**config.mk**
```make
export PLATFORM = sky130hd
export DESIGN_NAME = rki_front
export DESIGN_NICKNAME = d
export VERILOG_FILES = /design/src/rtl/rki_pkg.sv /design/src/rtl/rki_front.sv
export SDC_FILE = /design/constraint.sdc
export NUM_CORES = 1
export LEC_CHECK = 0
export BUFFER_PORTS_ARGS = -buffer_cell sky130_fd_sc_hd__buf_4
export CORE_MARGIN = 4
export CORE_UTILIZATION = 45
export CTS_CLUSTER_DIAMETER = 100
export DETAILED_ROUTE_END_ITERATION = 16
export MAX_ROUTING_LAYER = met4
export PLACE_DENSITY_LB_ADDON = 0.05
export SLEW_MARGIN = 20
export SYNTH_ARGS = -nofsm -noshare
export SYNTH_HDL_FRONTEND = slang
export SYNTH_SLANG_ARGS = --single-unit
export TNS_END_PERCENT = 30
```
**constraint.sdc**
```tcl
create_clock -name i_clk -period 11.9 [get_ports i_clk]
set_input_delay 0.595 -clock i_clk [delete_from_list [all_inputs] [get_ports i_clk]]
set_output_delay 0.595 -clock i_clk [all_outputs]
set_load 0.05 [all_outputs]
```
**src/rtl/rki_pkg.sv**
```systemverilog
// Shared types and constants for the ramp key interpolator.
// No dependencies; the front end, back end and top level import it.
package rki_pkg;

    // Table depth default and fixed field widths
    localparam int MAX_KEYS_DEF = 16;
    localparam int POS_W        = 17;
    localparam int VAL_W        = 32;
    localparam int SLOT_W       = 4;

    // Serial divider sizing: dividend and divisor widths
    localparam int DIV_NW = 51;
    localparam int DIV_DW = 18;

    // Segment modes
    localparam logic [1:0] MODE_HOLD   = 2'd0;
    localparam logic [1:0] MODE_LINEAR = 2'd1;
    localparam logic [1:0] MODE_SMOOTH = 2'd2;
    localparam logic [1:0] MODE_SPLINE = 2'd3;

    // Result status codes
    localparam logic [1:0] ST_OK    = 2'd0;
    localparam logic [1:0] ST_EMPTY = 2'd1;
    localparam logic [1:0] ST_ZERO  = 2'd2;
    localparam logic [1:0] ST_SAT   = 2'd3;

    typedef enum logic {
        CMD_LOAD  = 1'b0,
        CMD_QUERY = 1'b1
    } t_kind;

    // One classified item travelling from front to back
    typedef struct packed {
        t_kind                          kind;
        logic [SLOT_W-1:0]              slot;
        logic [POS_W-1:0]               pos;
        logic [2:0][VAL_W-1:0]          val;
        logic [1:0]                     mode;
        logic [POS_W-1:0]               qt;
    } t_cmd;

    // One key as stored in the table memory
    typedef struct packed {
        logic [POS_W-1:0]               pos;
        logic [2:0][VAL_W-1:0]          val;
        logic [1:0]                     mode;
    } t_key;

endpackage

```
**src/rtl/rki_front.sv**
```systemverilog
// Front end: accepts input items, classifies them and queues them for the back end.
// Depends on rki_pkg.
module rki_front #(
    parameter int MAX_KEYS = rki_pkg::MAX_KEYS_DEF
) (
    input  logic                        i_clk,
    input  logic                        i_rst_n,
    input  logic                        push,
    output logic                        full,
    input  logic                        i_func,
    input  logic [rki_pkg::SLOT_W-1:0]  i_key_slot,
    input  logic [rki_pkg::POS_W-1:0]   i_key_position,
    input  logic [rki_pkg::VAL_W-1:0]   i_key_red,
    input  logic [rki_pkg::VAL_W-1:0]   i_key_green,
    input  logic [rki_pkg::VAL_W-1:0]   i_key_blue,
    input  logic [1:0]                  i_key_mode,
    input  logic [rki_pkg::POS_W-1:0]   i_query_t,
    output logic                        o_cmd_valid,
    output rki_pkg::t_cmd               o_cmd,
    input  logic                        i_cmd_pop
);
    import rki_pkg::*;

    localparam int QD = 2;

    t_cmd       r_q [QD];
    logic       r_wp;
    logic       r_rp;
    logic [1:0] r_cnt;

    t_cmd       cmd_in;
    logic       keep;
    logic       do_push;
    logic       do_pop;

    // Classify: loads outside the table are dropped here
    always_comb begin
        cmd_in.kind = i_func ? CMD_QUERY : CMD_LOAD;
        cmd_in.slot = i_key_slot;
        cmd_in.pos  = i_key_position;
        cmd_in.val  = {i_key_blue, i_key_green, i_key_red};
        cmd_in.mode = i_key_mode;
        cmd_in.qt   = i_query_t;
        keep        = i_func || (32'(i_key_slot) < MAX_KEYS);
    end

    assign full        = (r_cnt == 2'(QD));
    assign do_push     = push && !full;
    assign do_pop      = i_cmd_pop && (r_cnt != 2'd0);
    assign o_cmd_valid = (r_cnt != 2'd0);
    assign o_cmd       = r_q[r_rp];

    // Two-entry queue
    always_ff @(posedge i_clk) begin
        if (!i_rst_n) begin
            r_wp  <= 1'b0;
            r_rp  <= 1'b0;
            r_cnt <= 2'd0;
        end else begin
            if (do_push && keep) begin
                r_q[r_wp] <= cmd_in;
                r_wp      <= ~r_wp;
            end
            if (do_pop) begin
                r_rp <= ~r_rp;
            end
            r_cnt <= r_cnt + 2'(do_push && keep) - 2'(do_pop);
        end
    end

endmodule

```
==> summary.txt <==
Worst hold path
  • Worst Hold Launch: i_query_t[3]
  • Hold path cells: 1
  • Hold Crit Class: in2reg

Logic synthesis
  • Mapped Nets: 595
  • #FFs+latches synth: between 200 and 300
  • Post-synth design cell area: 10200 µm²
  • Sequential cell area fraction in the yosys report: between 80% and 90%
  • Yosys top cell area share: about four fifths
  • Number of synthesis warnings: 0
  • Yosys cell types: 18
  • Mapped Cells: about 450
  • Largest area contributor in the netlist: edfxtp_1
  • Mean post-synth cell area: 22.57 µm²
  • Top post-synthesis cells by area: edfxtp_1 81%, mux2_2 15%, clkbuf_8 1.3%

Routing
  • Drt first-iter violations: 279
  • Routed Antenna Nets: 0
  • Vias/cell: between 4 and 5
  • Routed len/inst: 19.59 µm
  • Drt first pass iters: 4
  • Vias post-DR: 5116
  • WL final: around 21000 µm
  • Drc violations: 0

Global routing
  • Pin count of the biggest net entering global routing: 75
  • Initial antenna violation count: 1
  • Number of global-route vias before repair: 5498
  • First-pass GRT wire length: 29590 µm
  • Overflow after GRT: 0
  • Total track usage: around 16%

CTS
  • H-tree depth: 1
  • Post-CTS Hold Fix Bufs: 0
  • Total CTS buffers: 28
  • Worst-Skew Late Latency: between 500 and 600 ps
  • Clock buffer depth: 3
  • Setup Fix Bufs, Post-CTS: 0
  • TritonCTS clock tree: yes
  • CTS root buf: clkbuf_16
  • Clk slew on worst S/H paths: 60 ps
  • Clk sinks: roughly 280
  • Post-CTS sizing: 0

Final layout
  • Layout cells sized above 1: roughly three fifths
  • Finished Layout Cells: around 1000
  • Layout Nets: 893
  • Most frequent cells in the layout: 283 x buf_4, 274 x edfxtp_1, 137 x mux2_2, 29 x clkbuf_16, 14 x clkbuf_1
  • Fillers: roughly 1600
  • Final instance area: roughly 13000 µm²
  • P&R area growth vs syn: 30.51%
  • Most common cell after layout, fill and taps aside: buf_4

STA
  • RSZ-0062 raised after global routing: no
  • Fmax: about 270 MHz
  • Worst slew pin tran: about 1000 ps
  • Clock Skew: between 10 and 15 ps
  • Setup-failing EPs final: 0
  • Fin crit period: about 3700 ps
  • Sum Neg Setup Slack: 0 ps
  • Fin crit share: between 30% and 40%
  • Max-slew violations: 0
  • Hold Fails Final Rpt: 0
  • Max_slew headroom: 32.71%
  • Worst hold slack: about 250 ps

Placed design
  • Gpl congestion: 0.7741
  • Post-placement cell count: 1000
  • Placed instance area: around 13000 µm²
  • PortBufs: between 200 and 300
  • DPL Wire Length: approximately 14000 µm

Floorplan
  • Initial Utilization: between 40% and 50%
  • Core area: between 20000 and 25000 µm²
  • I/O pin count: 280
  • Die area: 25150 µm²
  • Horiz. Die Dim: around 160 µm
  • Die Y-Extent: ~160 µm
  • Row cnt: 54

Pwr
  • Pwr dens: about 220 nW/µm²
  • Comb pwr share: approximately a third
  • Sequential share of power: a little over two fifths
  • Clock power share: between 20% and 30%
  • Power after layout: about 3 mW
  • Sw Ratio: 33.44%
  • Internal: slightly below 2 mW
  • Net Sw Power: slightly below 1 mW
  • LEAKAGE: approximately 5 nW
  • Worst vdd ir: approximately 150 µV

Setup path
  • Critical Path Sink Type: primary output
  • Worst setup SP type: flop
  • Worst R2R Path Depth: 4
  • CP Class: reg2out
  • Critical Path AT: slightly above 3000 ps
  • Worst r2r src: r_cnt[0]$_SDFF_PN0_
  • CP max FO: 74
  • Worst path required time: 11310 ps

Run status
  • Status: complete, no violations

Job
  • Max cap viols: 0
## layer usage
metal	track usage [%]	share of wire [%]	vias up
met5	-	0	-
met4	4.224	1.8	0
met3	5.627	9.9	32
met2	25.56	49	197
met1	19.26	39	2498
li1	-	-	2389
## final cells by class
class	count	area [µm²]	area share, %
clock inverter	1	7.507	0.05638
tap	280	350.3	2.631
timing repair buffer	283	2125	15.95
antenna	1	2.502	0.01879
sequential	279	8332	62.57
inverter	3	11.26	0.08456
multi-input combinational	155	1683	12.64
clock buffer	45	805.8	6.051
## metrics by stage
step,setup WS [ps],util (%)
2_1_floorplan,4888,-
3_3_place_gp,8788,56.58
3_5_place_dp,8742,56.58
4_1_cts,8172,60.26
5_1_grt,8058,60.27
6_report,8242,60.27
## power by group through the flow
stage	clock network [mW]	registers, mW	logic, mW
6_report	0.783	1.21	0.921
5_1_grt	0.853	1.22	0.962
4_1_cts	0.807	1.22	0.933
3_5_place_dp	0	1.24	0.929
3_3_place_gp	0	1.23	0.923
2_1_floorplan	0	1.21	0.706
## flip-flops by register name, summed over array words and instances, names as in the netlist, named ones only
register,flops
r_q,274
r_cnt,2
r_rp,1
r_wp,1
## kinds of logic after synthesis
logic type	share of synthesized area [%]
AO/OA/AOI/OAI	0.1350
adder cells (fa/ha/maj)	0.2452
flip-flops	81.62
AND/OR/NAND/NOR	0.6131
XOR/XNOR	0.2576
multiplexers	15.12
buffers and inverters	2.011
## Yosys cell counts (all sizes together)
cell / count
o21a: 1
or2: 1
buf: 5
dfxtp: 5
mux2: 137
nand2: 1
o22ai: 1
nand2b: 1
xnor2: 3
edfxtp: 274
clkbuf: 10
nor2b: 2
ha: 2
and2: 3
nand3: 1
inv: 3
nor2: 1
and3: 1
## final timing paths
path                      endpoint  slack [ps]
max reg2reg  r_q[1][113]$_DFFE_PP_        8960
min            r_q[0][3]$_DFFE_PP_         250
min reg2reg      r_rp$_SDFFE_PN0P_         550
max                      o_cmd[29]        8240
## critical path, stage by stage (launching register included)
cell and delay (ps):
dfxtp_4 930, buf_4 890, mux2_2 440, buf_4 190
No activity file was read; power rests on OpenSTA's default activity.
